File: src/oib_pkg.sv
// Shared types and constants of the I2C byte writer.
// No dependencies.
package oib_pkg;

   localparam int unsigned STEP_WIDTH = 7;
   localparam int unsigned CSR_INDEX_WIDTH = 2;

   localparam logic [STEP_WIDTH-1:0] START_STEPS = 7'd4;
   localparam logic [STEP_WIDTH-1:0] BYTE_STEPS = 7'd28;
   localparam logic [STEP_WIDTH-1:0] SEQ_LEN = 7'd94;
   localparam logic [STEP_WIDTH-1:0] LAST_STEP = 7'd93;

   localparam logic [7:0] SLAVE_ADDRESS_RESET = 8'h78;
   localparam logic [7:0] DATA_CONTROL_RESET = 8'h40;
   localparam logic [7:0] COMMAND_CONTROL_RESET = 8'h00;

   localparam logic [CSR_INDEX_WIDTH-1:0] CSR_SLAVE_ADDRESS = 2'd0;
   localparam logic [CSR_INDEX_WIDTH-1:0] CSR_DATA_CONTROL = 2'd1;
   localparam logic [CSR_INDEX_WIDTH-1:0] CSR_COMMAND_CONTROL = 2'd2;

   typedef struct packed {
      logic [7:0] slave_address;
      logic [7:0] data_control;
      logic [7:0] command_control;
   } cfg_type;

   typedef struct packed {
      logic scl;
      logic sda;
   } line_type;

   typedef struct packed {
      logic scl_level;
      logic sda_level;
      logic busy_res;
      logic accepted;
      logic finished;
   } rsp_type;

endpackage

File: src/oib_step_decode.sv
// Pin operation decode: maps a sequence step to the next SCL/SDA levels.
// Depends on oib_pkg.
module oib_step_decode (
   input  logic [oib_pkg::STEP_WIDTH-1:0] step,
   input  oib_pkg::cfg_type               cfg,
   input  logic [7:0]                     held_payload,
   input  logic                           held_data_flag,
   input  oib_pkg::line_type              lines_cur,
   output oib_pkg::line_type              lines_next
);

   logic [oib_pkg::STEP_WIDTH-1:0] offset;
   logic [4:0]                     r;
   logic [7:0]                     value;
   logic                           in_byte;

   always_comb begin
      in_byte = 1'b1;
      value = cfg.slave_address;
      offset = step - oib_pkg::START_STEPS;
      if (step < oib_pkg::START_STEPS) begin
         in_byte = 1'b0;
      end else if (step < oib_pkg::START_STEPS + oib_pkg::BYTE_STEPS) begin
         offset = step - oib_pkg::START_STEPS;
      end else if (step < oib_pkg::START_STEPS + 7'(2 * oib_pkg::BYTE_STEPS)) begin
         offset = step - oib_pkg::START_STEPS - oib_pkg::BYTE_STEPS;
         value = held_data_flag ? cfg.data_control : cfg.command_control;
      end else if (step < oib_pkg::START_STEPS + 7'(3 * oib_pkg::BYTE_STEPS)) begin
         offset = step - oib_pkg::START_STEPS - 7'(2 * oib_pkg::BYTE_STEPS);
         value = held_payload;
      end else begin
         in_byte = 1'b0;
      end
      r = offset[4:0];
   end

   always_comb begin
      lines_next = lines_cur;
      if (in_byte) begin
         if (r < 5'd24) begin
            for (int b = 0; b < 8; b++) begin
               if (r == 5'(3 * b)) begin
                  lines_next.scl = 1'b0;
               end else if (r == 5'(3 * b + 1)) begin
                  lines_next.sda = value[7 - b];
               end else if (r == 5'(3 * b + 2)) begin
                  lines_next.scl = 1'b1;
               end
            end
         end else begin
            case (r)
               5'd24:   lines_next.scl = 1'b0;
               5'd25:   lines_next.sda = 1'b1;
               5'd26:   lines_next.scl = 1'b1;
               default: lines_next.scl = 1'b0;
            endcase
         end
      end else begin
         case (step)
            7'd0:    lines_next.scl = 1'b1;
            7'd1:    lines_next.sda = 1'b1;
            7'd2:    lines_next.sda = 1'b0;
            7'd3:    lines_next.scl = 1'b0;
            7'd88:   lines_next.scl = 1'b1;
            7'd89:   lines_next.scl = 1'b0;
            7'd90:   lines_next.scl = 1'b0;
            7'd91:   lines_next.sda = 1'b0;
            7'd92:   lines_next.scl = 1'b1;
            default: lines_next.sda = 1'b1;
         endcase
      end
   end

endmodule

File: src/oled_i2c_byte_writer.sv
// Top level of the write-only I2C byte writer for a display controller.
// Depends on oib_pkg and oib_step_decode.
//
// Usage:
//   req channel: req_command 1 submits req_payload_byte with req_is_data;
//   req_command 0 is a tick that performs the next pin step of the 94-step
//   frame (start, address, control, payload, extra ack clock, stop).
//   A submit while a frame is in progress is refused (rsp_accepted 0).
//   rsp channel: one beat per request beat, carrying the SCL/SDA levels
//   after the step plus busy, accepted and finished flags.
//   csr channel: index 0 slave address byte, 1 data control byte,
//   2 command control byte; always ready, other indexes ignored.
// Response: valid in the cycle after its request beat, or later from skid.
// Throughput: one request beat per cycle while req_ready is high; the step
//   counter and its decode finish the pin operation within that cycle.
// Stall: a two-entry output buffer holds responses; req_ready drops only
//   when both entries are full, and rises once rsp_ready drains one.
// Reset: lines read high, idle, configuration at its defaults, buffer empty.
module oled_i2c_byte_writer (
   input  logic                                clock,
   input  logic                                reset,
   input  logic                                req_valid,
   output logic                                req_ready,
   input  logic                                req_command,
   input  logic [7:0]                          req_payload_byte,
   input  logic                                req_is_data,
   output logic                                rsp_valid,
   input  logic                                rsp_ready,
   output logic                                rsp_scl_level,
   output logic                                rsp_sda_level,
   output logic                                rsp_busy_res,
   output logic                                rsp_accepted,
   output logic                                rsp_finished,
   input  logic                                csr_valid,
   output logic                                csr_ready,
   input  logic [oib_pkg::CSR_INDEX_WIDTH-1:0] csr_index,
   input  logic [7:0]                          csr_wdata
);

   oib_pkg::cfg_type               cfg_ff;
   logic [oib_pkg::STEP_WIDTH-1:0] step_ff, step_in, step_sat;
   logic [7:0]                     payload_ff, payload_in;
   logic                           flag_ff, flag_in;
   logic                           active_ff, active_in;
   oib_pkg::line_type              lines_ff, lines_in, lines_next;
   oib_pkg::rsp_type               result;
   oib_pkg::rsp_type               out_ff, out_in, skid_ff, skid_in;
   logic                           out_valid_ff, out_valid_in;
   logic                           skid_valid_ff, skid_valid_in;
   logic                           take, pop;

   assign csr_ready = 1'b1;
   assign req_ready = !skid_valid_ff;
   assign take = req_valid && req_ready;
   assign pop = out_valid_ff && rsp_ready;
   assign step_sat = (step_ff >= oib_pkg::SEQ_LEN) ? oib_pkg::LAST_STEP : step_ff;

   oib_step_decode u_decode (
      .step           (step_sat),
      .cfg            (cfg_ff),
      .held_payload   (payload_ff),
      .held_data_flag (flag_ff),
      .lines_cur      (lines_ff),
      .lines_next     (lines_next)
   );

   always_ff @(posedge clock) begin
      if (reset) begin
         cfg_ff.slave_address <= oib_pkg::SLAVE_ADDRESS_RESET;
         cfg_ff.data_control <= oib_pkg::DATA_CONTROL_RESET;
         cfg_ff.command_control <= oib_pkg::COMMAND_CONTROL_RESET;
      end else if (csr_valid && csr_ready) begin
         unique case (csr_index)
            oib_pkg::CSR_SLAVE_ADDRESS:   cfg_ff.slave_address <= csr_wdata;
            oib_pkg::CSR_DATA_CONTROL:    cfg_ff.data_control <= csr_wdata;
            oib_pkg::CSR_COMMAND_CONTROL: cfg_ff.command_control <= csr_wdata;
            default: ;
         endcase
      end
   end

   // sequence state update and response for the accepted beat
   always_comb begin
      step_in = step_ff;
      payload_in = payload_ff;
      flag_in = flag_ff;
      active_in = active_ff;
      lines_in = lines_ff;
      result.accepted = 1'b0;
      result.finished = 1'b0;
      if (take) begin
         if (req_command) begin
            if (!active_ff) begin
               payload_in = req_payload_byte;
               flag_in = req_is_data;
               step_in = '0;
               active_in = 1'b1;
               result.accepted = 1'b1;
            end
         end else if (active_ff) begin
            lines_in = lines_next;
            if (step_sat == oib_pkg::LAST_STEP) begin
               active_in = 1'b0;
               step_in = '0;
               result.finished = 1'b1;
            end else begin
               step_in = step_sat + 7'd1;
            end
         end
      end
      result.scl_level = lines_in.scl;
      result.sda_level = lines_in.sda;
      result.busy_res = active_in;
   end

   always_ff @(posedge clock) begin
      if (reset) begin
         step_ff <= '0;
         payload_ff <= '0;
         flag_ff <= 1'b0;
         active_ff <= 1'b0;
         lines_ff <= '{scl: 1'b1, sda: 1'b1};
      end else begin
         step_ff <= step_in;
         payload_ff <= payload_in;
         flag_ff <= flag_in;
         active_ff <= active_in;
         lines_ff <= lines_in;
      end
   end

   // two-entry response buffer: output register plus skid
   always_comb begin
      out_in = out_ff;
      out_valid_in = out_valid_ff;
      skid_in = skid_ff;
      skid_valid_in = skid_valid_ff;
      if (pop) begin
         if (skid_valid_ff) begin
            out_in = skid_ff;
            skid_valid_in = 1'b0;
         end else begin
            out_in = result;
            out_valid_in = take;
         end
      end else if (!out_valid_ff) begin
         out_in = result;
         out_valid_in = take;
      end else if (take) begin
         skid_in = result;
         skid_valid_in = 1'b1;
      end
   end

   always_ff @(posedge clock) begin
      if (reset) begin
         out_valid_ff <= 1'b0;
         skid_valid_ff <= 1'b0;
      end else begin
         out_valid_ff <= out_valid_in;
         skid_valid_ff <= skid_valid_in;
      end
      out_ff <= out_in;
      skid_ff <= skid_in;
   end

   assign rsp_valid = out_valid_ff;
   assign rsp_scl_level = out_ff.scl_level;
   assign rsp_sda_level = out_ff.sda_level;
   assign rsp_busy_res = out_ff.busy_res;
   assign rsp_accepted = out_ff.accepted;
   assign rsp_finished = out_ff.finished;

endmodule

File: config.mk
export PLATFORM = sky130hd
export DESIGN_NAME = oled_i2c_byte_writer
export DESIGN_NICKNAME = d
export VERILOG_FILES = /design/src/oib_pkg.sv /design/src/oib_step_decode.sv /design/src/oled_i2c_byte_writer.sv
export SDC_FILE = /design/constraint.sdc
export NUM_CORES = 1
export LEC_CHECK = 0
export BUFFER_PORTS_ARGS = -buffer_cell sky130_fd_sc_hd__clkbuf_2
export CAP_MARGIN = 20
export CORE_MARGIN = 5
export CORE_UTILIZATION = 50
export CTS_CLUSTER_SIZE = 16
export DETAILED_ROUTE_END_ITERATION = 8
export GPL_TIMING_DRIVEN = 0
export PLACE_DENSITY = 0.69
export SYNTH_ARGS = -nofsm -noshare
export SYNTH_HDL_FRONTEND = slang
export SYNTH_HIERARCHICAL = 1
export SYNTH_SLANG_ARGS = --single-unit
File: constraint.sdc
create_clock -name clock -period 5.84 [get_ports clock]
set_input_delay 0.584 -clock clock [delete_from_list [all_inputs] [get_ports clock]]
set_output_delay 0.584 -clock clock [all_outputs]
set_load 0.01 [all_outputs]
After elaboration in Yosys (flattened, before gate mapping). Cells that the tools add are included.

Input port bits: 25. Logic and storage cells: 179. Output and inout bits: 8. Bits in registers: 55.

Reductions and logical operators: 19. Multiplexer cells: 89. Bitwise gates (word level): 2. Add/subtract/negate cells: 4. Magnitude comparators: 6. Equality and inequality tests: 38.

Operators by type and width (number): 1-bit two-way mux (63); 5-bit equality test, second input constant (10); 7-bit equality test, second input constant (6); 5-bit by 4-bit equality test with 1-bit output, second input constant (8); 8-bit two-way mux (5); 5-bit two-way mux (7); 7-bit two-way mux (5); 5-bit by 3-bit equality test with 1-bit output, second input constant (4); 7-bit by 2-bit equality test with 1-bit output, second input constant (2); 7-bit by 6-bit less-than comparator with 1-bit output, second input constant (2); 2-bit two-way mux (6); 5-bit by 2-bit equality test with 1-bit output, second input constant (2); 5-bit subtractor, second input constant (2); 3-bit AND reduction (3); 2-bit AND reduction (4); 7-bit by 1-bit adder with 7-bit output, second input constant (1); 7-bit >= comparator, second input constant (1); 7-bit zero test (1); 7-bit by 3-bit less-than comparator with 1-bit output, second input constant (1); 7-bit less-than comparator, second input constant (1); 1-bit case mux with 2 select lines (3); 3-bit OR reduction (2); 6-bit OR reduction (1); 5-bit by 1-bit equality test with 1-bit output, second input constant (1); 13 further kinds (17).

Depth between registers and ports, before layout. Gate-level depths: netlist of run 1.

Depth after elaboration: 42. Gate-level depth with buffers: 18. Depth with buffers taken out: 15.

By module. Netlist of run 1, hierarchy kept.

Modules (own cells, without submodules): oled_i2c_byte_writer (area each 2336.0 um^2, cells each 233, seq. area each 1201.2 um^2, times used 1); oib_step_decode (area each 1312.5 um^2, cells each 184, seq. area each 0.0 um^2, times used 1).

Worst setup path after synthesis of run 1. Ideal clock, no wire load.

Kind: register to register. Start: reg step_ff[3] (netlist name). End: reg out_ff, in the netlist rsp_scl_level (data pin). Library setup time: 0.267 ns. Path buffers: 3. Stages on the path, launching flop included: 19. Arrival: 3.399 ns. Setup slack: 2.175 ns. Period minus slack after synthesis: 3.665 ns. Data required time: 5.573 ns. Cell sequence: dfxtp_1 buf_6 and3_4 a21o_1 nand2_1 nand2b_1 buf_2 inv_1 ha_1 nand2b_1 a2111oi_2 a21oi_2 or2_1 buf_6 a2111oi_2 o2bb2ai_1 a41oi_1 mux2i_1 a21oi_1.

RTL lines: from (decl) (line oled_i2c_byte_writer.sv:41) `logic [oib_pkg::STEP_WIDTH-1:0] step_ff, step_in, step_sat;`; from (signal assigned) (line oled_i2c_byte_writer.sv:124) `step_ff <= step_in;`; to (signal assigned) (line oled_i2c_byte_writer.sv:163) `out_ff <= out_in;`; to (decl) (line oled_i2c_byte_writer.sv:47) `oib_pkg::rsp_type out_ff, out_in, skid_ff, skid_in;`.

==> impl_metrics.py, run 1 <==
metrics = {
    "synthesis": {
        "synthCells": 417,
        "synth.most_common_cell": "dfxtp_1",
        "synth_area_leaders": "dfxtp_1 25%, mux2i_1 9.3%, edfxtp_1 8.2%",
        "synth_edf_count": 10,
        "synth_largest_area_cell": "dfxtp_1",
        "syn_nets": 449,
        "synth.avg_cell_area_um2": 8.75,
        "yosysTopAreaCellShare_pct": 24.7,
        "yosysSeqAreaShare_pct": 32.9,
        "post_synth_instance_area_um2": 3650,
        "synth_ff_type": "dfxtp_1",
        "async_reset_ff_share_pct": 0,
        "ys_seq_elements": 55,
        "synth_common_cells": "45 x dfxtp_1, 44 x nand2_1, 34 x mux2i_1, 34 x nor2_1, 25 x a21oi_1",
        "ys_types": 85,
        "yosysWarnings": 6,
    },
    "clock_network": {
        "clkTransAtPathRegs_ns": 0.11,
        "cts-resized-gates": 0,
        "clk_latency_ns": 0.32,
        "hold_buffers": 0,
        "cts_tree": "done",
        "cts_sinks": 55,
        "cts_setup_buffers": 0,
        "clk_path_buf_depth": 2,
        "cts_buffers": 5,
        "cts_root_buf": "clkbuf_8",
        "htree_levels": 2,
    },
    "power": {
        "p_int_mw": 0.527,
        "seqPwrFrac_pct": 56.2,
        "pwr_density_cell_nw_per_um2": 180,
        "totalPowerFinal_mw": 0.725,
        "p_clk_share_pct": 32.0,
        "leakage_nw": 1.66,
        "p_sw_mw": 0.198,
        "p_comb_share_pct": 11.7,
        "peakVddDrop_v": 0.000119,
        "power_switching_share_pct": 27.4,
    },
    "final_layout": {
        "area_growth_pct": 10.3,
        "drive_gt1_share_pct": 20.4,
        "final_nets": 486,
        "nFillCells": 679,
        "n_antenna_cell": 0,
        "multi_input_area_um2": 2200,
        "register_area_um2": 1200,
    },
    "die": {
        "core_um2": 7180,
        "die_area_um2": 9100,
        "io_pins": 33,
        "start_util_pct": 50.8,
        "num_rows": 31,
        "die_width_um": 95.4,
        "fp.dieH_um": 95.4,
    },
    "global_routing": {
        "grt_pass1_vias": 2957,
        "antenna_found_initial": 0,
        "grt.total_usage_pct": 19.9,
        "grt_max_degree": 21,
        "grt.overflow.total": 0,
        "grt_pass1_wl_mm": 14.5,
    },
    "sta": {
        "finClkSkew_ns": 0.00887,
        "setup_viol_count_final": 0,
        "relSlewSlack_pct": 57.7,
        "fmax_ghz": 0.230,
        "finalMaxSlewViolations": 0,
        "grt_setup_unrepaired": "no",
        "period_share_pct": 74.3,
        "hold_viol": 0,
        "final.min_clock_period_ns": 4.34,
        "setup-tns-final_ns": 0,
        "worst_pin_slew_ns": 0.626,
    },
    "routing": {
        "drt_iter0_drc": 191,
        "first_pass_iters": 5,
        "drtAntennaViolNets": 0,
        "via_per_inst": 5.97,
        "wl_per_cell_um": 16.0,
        "drt-total-wl_mm": 8.84,
        "drc": 0,
        "num_vias": 3310,
    },
    "placement": {
        "hpwl_mm": 6.65,
        "gp_congestion": 0.877,
        "port_buffers": 30,
    },
    "worst_setup_path": {
        "crit_fanout": 10,
        "critPathCaptureType": "flip-flop",
        "worst-path-buf-inv": 3,
        "path_class": "flip-flop to flip-flop",
        "cp_top_family": "compound AO/OA/AOI/OAI gates",
        "slowest_delay_ns": 0.44,
        "crit_chain": "and3_4 > a21o_1 > nand2_1 > nand2b_1 > buf_2 > inv_1 > ha_1 > buf_1 > a221oi_2 > a21oi_2 > nor2_1 > o31a_1 > o31ai_1 > o21ai_1 > mux2i_1 > a21oi_1",
        "arrival_ns": 4.41,
        "crit_required_ns": 5.91,
        "cp-start-kind": "flip-flop",
        "slowest_stage": "dfxtp_1",
    },
    "min_path": {
        "hold_class": "flip-flop to flip-flop",
    },
    "run_status": {
        "status": "finished, final reports clean",
    },
    "flow_run": {
        "drv_cap": 0,
    },
}
sequential cells by signal, summed over array words and instances, names as in the netlist, 2 cells and up:
signal,flops
cfg_ff,24
lines_ff,2
payload_ff,8
skid_ff,5
step_ff,7
area by class of cell:
type                    instances  area share, %
multi-input cells             313           54.7
flip-flops and latches         55           29.8
plain buffers                  30           4.35
repair buffers                 30           3.73
well taps                      99           3.08
inverters                      19           1.77
clock buffers                   5           1.71
clock inverters                 3          0.839
logic make-up (layout without fill, tap and decap cells):
logic type	after synthesis	count (layout)	synth area share [%]
AOI/OAI and AO/OA	121	121	24.5
xor gates and xnor gates	1	1	0.240
adders and majority gates	7	7	2.40
buffers and inverters	49	87	6.76
DFF	55	55	32.9
muxes	45	45	12.9
other	1	1	0.103
and+or+nand+nor	138	138	20.2
power groups by stage:
stage / registers [mW] / clock network (mW) / logic [mW]
after floorplan: 0.416 / 0 / 0.0553
after global placement: 0.416 / 0 / 0.0833
after detailed placement: 0.416 / 0 / 0.0851
after CTS: 0.408 / 0.241 / 0.0855
after global routing: 0.410 / 0.255 / 0.0935
final: 0.408 / 0.232 / 0.0850
metrics by stage:
step / hold slack, ns / utilization (%) / cells / setup slack, ns / cell area [um2]
2_1_floorplan: 0.432 / - / 417 / 2.17 / 3650
3_3_place_gp: 0.447 / 54.7 / 546 / 1.62 / 3920
3_5_place_dp: 0.447 / 54.7 / 546 / 1.61 / 3920
4_1_cts: 0.459 / 56.1 / 554 / 1.59 / 4030
5_1_grt: 0.464 / 56.1 / 554 / 1.19 / 4030
6_report: 0.461 / 56.1 / 554 / 1.50 / 4030
layer usage:
| layer | part of all wire (%) | global-route usage [%] | vias to the layer above |
|---|---|---|---|
| met3 | 4.4 | 3.00 | 11 |
| li1 | - | - | 1623 |
| met4 | 1.5 | 5.09 | 0 |
| met2 | 47 | 31.8 | 92 |
| met1 | 47 | 28.2 | 1584 |
| met5 | 0 | 0 | - |
worst paths after layout:
check	start	endpoint	slack (ns)	cells after the start
max reg2reg	step_ff[4]$_SDFFE_PP0P_	rsp_sda_level$_DFFE_PP_	1.50	16
max	step_ff[4]$_SDFFE_PP0P_	rsp_sda_level$_DFFE_PP_	1.50	16
min	flag_ff$_SDFFE_PP0P_	flag_ff$_SDFFE_PP0P_	0.46	2
min reg2reg	flag_ff$_SDFFE_PP0P_	flag_ff$_SDFFE_PP0P_	0.46	2
worst register-to-register path, stage by stage (launching register included):
cell and delay (ns):
dfxtp_1 0.44, and3_4 0.25, a21o_1 0.13, nand2_1 0.09, nand2b_1 0.21, buf_2 0.26
inv_1 0.09, ha_1 0.37, buf_1 0.38, a221oi_2 0.14, a21oi_2 0.41, nor2_1 0.27
o31a_1 0.34, o31ai_1 0.25, o21ai_1 0.11, mux2i_1 0.25, a21oi_1 0.10
cells in the final DEF, fill, tap and decap left out, types with 3 or more instances in the layout:
cell / synthesis / final
a22o_1: 3 / 3
a221oi_1: 3 / 3
inv_1: 17 / 17
a31oi_1: 7 / 7
o31ai_1: 3 / 3
o211ai_1: 5 / 5
ha_1: 7 / 7
a21oi_1: 25 / 25
a21o_1: 4 / 4
buf_6: 4 / 4
a211oi_1: 6 / 6
nand2_1: 44 / 44
o2111ai_1: 5 / 5
clkbuf_8: 0 / 5
and3_1: 4 / 4
buf_4: 5 / 5
nor3_1: 3 / 3
nor3b_1: 4 / 4
clkbuf_1: 9 / 9
mux2i_1: 34 / 34
nand3_1: 9 / 9
a22oi_1: 3 / 3
a32o_1: 3 / 3
dfxtp_1: 45 / 45
mux2_2: 9 / 9
clkbuf_2: 1 / 31
nor2b_1: 6 / 6
o21ai_1: 3 / 3
buf_2: 10 / 10
nor4_1: 4 / 4
nand2b_1: 7 / 7
o22ai_1: 4 / 4
o21ai_0: 12 / 12
edfxtp_1: 10 / 10
nor2_1: 34 / 34
Power figures use the tool's default switching activity.
==> run 2, diff against run 1 <==
PLACE_DENSITY = 0.72   (was 0.69)
clock period = 3.8 ns   (was 5.84 ns; I/O delays follow)
==> run 2 against run 1 <==
  * Die area unchanged
  * Combinational power up 55%
  * Sequential share of layout area down 1.5 points
==> impl_metrics.py, run 2 (synthesized netlist as in run 1, its figures left out) <==
metrics = {
    "sta": {
        "hold_viol": 0,
        "setup_viol_count_final": 0,
        "finClkSkew_ns": 0.00473,
        "finalMaxSlewViolations": 0,
        "fmax_ghz": 0.273,
        "worst_pin_slew_ns": 0.586,
        "worst_slack_ns": 0.131,
        "setup-tns-final_ns": 0,
        "final.min_clock_period_ns": 3.67,
        "period_share_pct": 96.5,
        "relSlewSlack_pct": 60.4,
        "hold_slack_ns": 0.279,
    },
    "placement": {
        "gp_congestion": 0.919,
        "place_ws_ns": -0.475,
        "port_buffers": 30,
        "hpwl_mm": 6.62,
    },
    "global_routing": {
        "antenna_found_initial": 0,
        "busiest_layer": "met2",
        "grt_pass1_wl_mm": 15.3,
        "met2_usage_pct": 33.9,
        "grt_use_met3_pct": 2.60,
        "grt.overflow.total": 0,
        "grt_max_degree": 19,
        "grt.total_usage_pct": 21.1,
        "grt_pass1_vias": 3207,
        "met1_usage_pct": 29.8,
    },
    "clock_network": {
        "clkTransAtPathRegs_ns": 0.11,
        "cts_sinks": 55,
        "clk_path_buf_depth": 2,
        "htree_levels": 2,
        "cts_root_buf": "clkbuf_8",
        "cts_tree": "done",
        "cts_buffers": 5,
        "clk_latency_ns": 0.31,
    },
    "worst_setup_path": {
        "slowest_delay_ns": 0.33,
        "cp_common_cell": "nand2_2",
        "crit_required_ns": 3.86,
        "worst-path-buf-inv": 4,
        "crit_cells": 18,
        "arrival_ns": 3.73,
        "crit_fanout": 10,
        "crit_chain": "buf_6 > and3_4 > a21o_1 > nand2_2 > nand2b_4 > buf_8 > inv_4 > ha_4 > buf_4 > and3b_1 > a32oi_2 > nand2_2 > o211a_1 > a2111oi_4 > o2bb2ai_1 > a41oi_1 > mux2i_1 > a21oi_1",
        "critPathCaptureType": "flip-flop",
        "path_class": "flip-flop to flip-flop",
        "slowest_stage": "dfxtp_2",
        "r2r-start": "step_ff[3]$_SDFFE_PP0P_",
        "r2r_cells": 18,
        "ff2ff_setup_slack_ns": 0.13,
        "cp-start-kind": "flip-flop",
        "cp_top_family": "compound AO/OA/AOI/OAI gates",
        "cp-startpoint": "step_ff[3]$_SDFFE_PP0P_",
    },
    "min_path": {
        "hold_class": "input port to flip-flop",
        "hold_path_depth": 3,
        "hp-start": "req_payload_byte[4]",
    },
    "final_layout": {
        "largest_reg_flops": 24,
        "nFillCells": 633,
        "drive_gt1_share_pct": 26.2,
        "largest-register": "cfg_ff",
        "reg.largest.list": "cfg_ff (24), payload_ff (8), step_ff (7)",
        "area_growth_pct": 16.5,
        "multi_input_area_um2": 2340,
        "n_antenna_cell": 0,
        "register_area_um2": 1200,
        "final_common_cell": "dfxtp_1",
        "layout_common_cells": "43 x dfxtp_1, 41 x nand2_1, 33 x mux2i_1, 32 x nor2_1, 31 x clkbuf_2",
        "final_nets": 496,
    },
    "run_status": {
        "status": "finished, final reports clean",
    },
    "die": {
        "start_util_pct": 50.8,
        "num_rows": 31,
        "fp.dieH_um": 95.4,
        "die_area_um2": 9100,
        "io_pins": 33,
        "core_um2": 7180,
        "die_width_um": 95.4,
    },
    "routing": {
        "via_per_inst": 5.96,
        "drc": 0,
        "num_vias": 3363,
        "drt_iter0_drc": 303,
        "first_pass_iters": 5,
        "wl_per_cell_um": 16.4,
        "drtAntennaViolNets": 0,
        "drt-total-wl_mm": 9.26,
    },
    "power": {
        "leakage_nw": 1.75,
        "pwr_density_cell_nw_per_um2": 259,
        "peakVddDrop_v": 0.000174,
    },
    "flow_run": {
        "drv_cap": 0,
    },
}
==> run 2: changes by cell type in the layout (fill, tap and decap cells not counted), moves of 3 or more <==
cell      delta
buf_4       +11
nand2_1      -3
nand2_2      +3
nand2b_1     -3
nand2b_4     +3
==> run 2: cell type report <==
cell class	instances	share of cell area (%)
buffer	30	4.45
clock buffer	5	1.62
clock inverter	3	0.530
inverter	19	1.74
multi-input combinational	313	55.1
sequential	55	28.3
tap	99	2.92
timing repair buffer	40	5.30
==> run 2: path summary, 6_finish.rpt <==
kind                                endpoint
setup / recovery     rsp_scl_level$_DFFE_PP_
hold / removal    payload_ff[4]$_SDFFE_PP0P_
setup reg to reg     rsp_scl_level$_DFFE_PP_
hold reg to reg   payload_ff[0]$_SDFFE_PP0P_
==> run 2: worst register-to-register path, cell delays in order (launching register included) <==
cell and delay, ns:
dfxtp_2 0.33, buf_6 0.13, and3_4 0.19, a21o_1 0.18
nand2_2 0.10, nand2b_4 0.09, buf_8 0.13, inv_4 0.07
ha_4 0.21, buf_4 0.18, and3b_1 0.20, a32oi_2 0.27
nand2_2 0.17, o211a_1 0.19, a2111oi_4 0.31, o2bb2ai_1 0.15
a41oi_1 0.13, mux2i_1 0.28, a21oi_1 0.10
==> run 2: metrics by stage <==
stage	instance area, um2	utilization, %	instances	total power, mW
global placement	3920	54.7	546	0.767
CTS	4120	57.4	555	1.10
finish	4250	59.2	564	1.10
detailed placement	3920	54.7	546	0.770
global route	4250	59.2	564	1.15
floorplan	3650	-	417	0.724
==> run 2: timing repair <==
action | 4_1_cts | 5_1_grt
gates resized for setup | 17 | 14
hold buffers | 0 | 0
endpoints found under the setup margin | 6 | 6
pin swaps | 2 | 9
buffers inserted | 1 | 9
cloned | 0 | 0
==> run 2: routing by layer <==
metal	routed length [um]	share of wire [%]	vias up
li1	-	-	1641
met1	4190	45	1585
met2	4440	48	125
met3	515	5.6	12
met4	117	1.3	0
met5	0	0	-
==> run 2: report_power, final <==
group	switching (mW)	internal, mW
Combinational	0.0767	0.0552
Sequential	0.0132	0.614
Clock	0.206	0.134
Total	0.296	0.803
==> run 3, diff against run 2 <==
CORE_MARGIN = 10   (was 5)
==> run 3 against run 2 <==
  * Critical path depth stayed put
  * Clock power is 7.6% higher
  * Utilization is 0.80 points higher
  * Clock skew is 0.0028 ns higher
  * Combinational power hardly changed
  * Highest routed layer unchanged
  * First-iteration DRC count is 21% lower
  * Cell count is 0.18% higher
  * Routed wire length is 1.8% higher
  * Critical endpoint unchanged
  * Largest cell class unchanged
  * Via count is 1.3% lower
  * Cell area is 1.4% higher
  * Register-to-register slack hardly changed
==> impl_metrics.py, run 3 (synthesized netlist as in run 1, its figures left out) <==
metrics = {
    "global_routing": {
        "antenna_found_initial": 0,
        "grt_max_degree": 18,
        "grt.total_usage_pct": 15.7,
        "grt_pass1_vias": 3076,
        "grt.overflow.total": 0,
        "grt_pass1_wl_mm": 14.9,
    },
    "sta": {
        "period_share_pct": 96.6,
        "fmax_ghz": 0.273,
        "relSlewSlack_pct": 52.9,
        "setup-tns-final_ns": 0,
        "hold_viol": 0,
        "worst_pin_slew_ns": 0.706,
        "setup_viol_count_final": 0,
        "final.min_clock_period_ns": 3.67,
        "finClkSkew_ns": 0.00750,
        "finalMaxSlewViolations": 0,
    },
    "worst_setup_path": {
        "critPathCaptureType": "flip-flop",
        "slowest_stage": "a2111oi_4",
        "reg2reg_to": "rsp_scl_level$_DFFE_PP_",
        "cp_top_family": "compound AO/OA/AOI/OAI gates",
        "worst-path-buf-inv": 4,
        "crit_fanout": 9,
        "crit_required_ns": 3.85,
        "slowest_delay_ns": 0.36,
        "r2r-start": "step_ff[3]$_SDFFE_PP0P_",
        "cp-start-kind": "flip-flop",
        "arrival_ns": 3.72,
        "path_class": "flip-flop to flip-flop",
        "crit_chain": "buf_6 > and3_4 > a21o_1 > nand2_2 > nand2b_4 > buf_8 > inv_2 > ha_4 > nand2b_1 > a2111oi_4 > a21oi_4 > or2_1 > buf_6 > a2111oi_4 > o2bb2ai_2 > a41oi_2 > mux2i_2 > a21oi_1",
        "ff2ff_setup_slack_ns": 0.13,
        "r2r_cells": 18,
    },
    "routing": {
        "wl_met1_mm": 4.28,
        "wl_met3_um": 472,
        "first_pass_iters": 6,
        "drt_iter0_drc": 238,
        "met2_length_mm": 4.63,
        "num_vias": 3320,
        "highest_layer": "met4",
        "via_per_inst": 5.88,
        "drtAntennaViolNets": 0,
        "drc": 0,
        "drt-total-wl_mm": 9.42,
        "wl_per_cell_um": 16.7,
    },
    "placement": {
        "gp_congestion": 0.923,
        "port_buffers": 30,
        "hpwl_mm": 6.74,
    },
    "run_status": {
        "status": "finished, final reports clean",
    },
    "min_path": {
        "hold_class": "input port to flip-flop",
        "whs_endpoint": "payload_ff[7]$_SDFFE_PP0P_",
        "hp-start": "req_payload_byte[7]",
        "hold_path_depth": 3,
    },
    "power": {
        "p_sw_mw": 0.283,
        "p_int_mw": 0.842,
        "leakage_nw": 1.76,
        "peakVddDrop_v": 0.000199,
        "power_switching_share_pct": 25.1,
        "p_clk_share_pct": 32.5,
        "seqPwrFrac_pct": 55.7,
        "p_comb_share_pct": 11.8,
        "pwr_density_cell_nw_per_um2": 261,
    },
    "final_layout": {
        "final_util_pct": 60.0,
        "register_area_um2": 1200,
        "area_growth_pct": 18.0,
        "final_common_cell": "dfxtp_1",
        "n_antenna_cell": 0,
        "drive_gt1_share_pct": 26.2,
        "largest-register": "cfg_ff",
        "multi_input_area_um2": 2380,
        "largest_reg_flops": 24,
        "final_nets": 497,
        "layout_common_cells": "45 x dfxtp_1, 42 x nand2_1, 33 x mux2i_1, 32 x nor2_1, 31 x clkbuf_2",
        "nFillCells": 620,
        "reg.largest.list": "cfg_ff (24), payload_ff (8), step_ff (7)",
    },
    "die": {
        "core_um2": 7180,
        "io_pins": 33,
        "fp.dieH_um": 105,
        "die_area_um2": 11100,
        "num_rows": 31,
        "start_util_pct": 50.8,
        "die_width_um": 105,
    },
    "clock_network": {
        "cts_buffers": 5,
        "clkTransAtPathRegs_ns": 0.10,
        "clk_latency_ns": 0.30,
        "cts_sinks": 55,
        "cts_root_buf": "clkbuf_8",
        "cts_tree": "done",
        "htree_levels": 2,
        "clk_path_buf_depth": 2,
    },
    "flow_run": {
        "drv_cap": 0,
    },
}
[run 3: stage by stage]
step	cell area (um2)	hold WS, ns	total power, mW	instances	setup WS, ns
2_1_floorplan	3650	0.432	0.724	417	0.135
3_3_place_gp	3920	0.448	0.767	546	-0.446
3_5_place_dp	3920	0.446	0.771	546	-0.484
4_1_cts	4110	0.270	1.13	555	0.0218
5_1_grt	4310	0.277	1.18	565	-0.0333
6_report	4310	0.282	1.12	565	0.131
[run 3: worst max path at each step]
stage / startpoint / end / slack (ns) / depth (start not counted)
2_1_floorplan: step_ff[3]$_SDFFE_PP0P_ / rsp_scl_level$_DFFE_PP_ / 0.13 / 18
3_3_place_gp: step_ff[3]$_SDFFE_PP0P_ / rsp_scl_level$_DFFE_PP_ / -0.45 / 18
3_5_place_dp: step_ff[3]$_SDFFE_PP0P_ / rsp_scl_level$_DFFE_PP_ / -0.48 / 18
4_1_cts: step_ff[3]$_SDFFE_PP0P_ / rsp_scl_level$_DFFE_PP_ / 0.02 / 18
5_1_grt: step_ff[3]$_SDFFE_PP0P_ / rsp_sda_level$_DFFE_PP_ / -0.03 / 18
6_report: step_ff[3]$_SDFFE_PP0P_ / rsp_scl_level$_DFFE_PP_ / 0.13 / 18
[run 3: worst min-delay path, cell delays in order]
cell and delay, ns:
clkbuf_2 0.08, nand2_1 0.04, a21oi_1 0.05
[run 3: area by class of cell]
cell class	instances	share of cell area [%]
buffer	30	4.39
clock buffer	7	2.27
clock inverter	1	0.203
inverter	19	1.66
multi-input combinational	313	55.3
sequential	55	27.9
tap	99	2.88
timing repair buffer	41	5.40
[run 3: routing by layer]
layer / global-route usage (%) / vias up
met4: 3.24 / 0
li1: - / 1639
met1: 20.8 / 1575
met2: 26.3 / 100
met5: 0 / -
met3: 2.44 / 6
[run 3: power groups by stage]
stage	combinational (mW)	clock (mW)	sequential (mW)
5_1_grt	0.146	0.401	0.629
4_1_cts	0.132	0.376	0.626
6_report	0.132	0.366	0.627
2_1_floorplan	0.0849	0	0.639
3_3_place_gp	0.128	0	0.639
3_5_place_dp	0.131	0	0.640
[run 3: what timing repair did]
item                       in CTS  in global routing
pin swaps                       0                  8
gates resized for setup        13                 22
hold buffers                    0                  0
setup endpoints to repair       6                  6
buffers inserted                1                 10
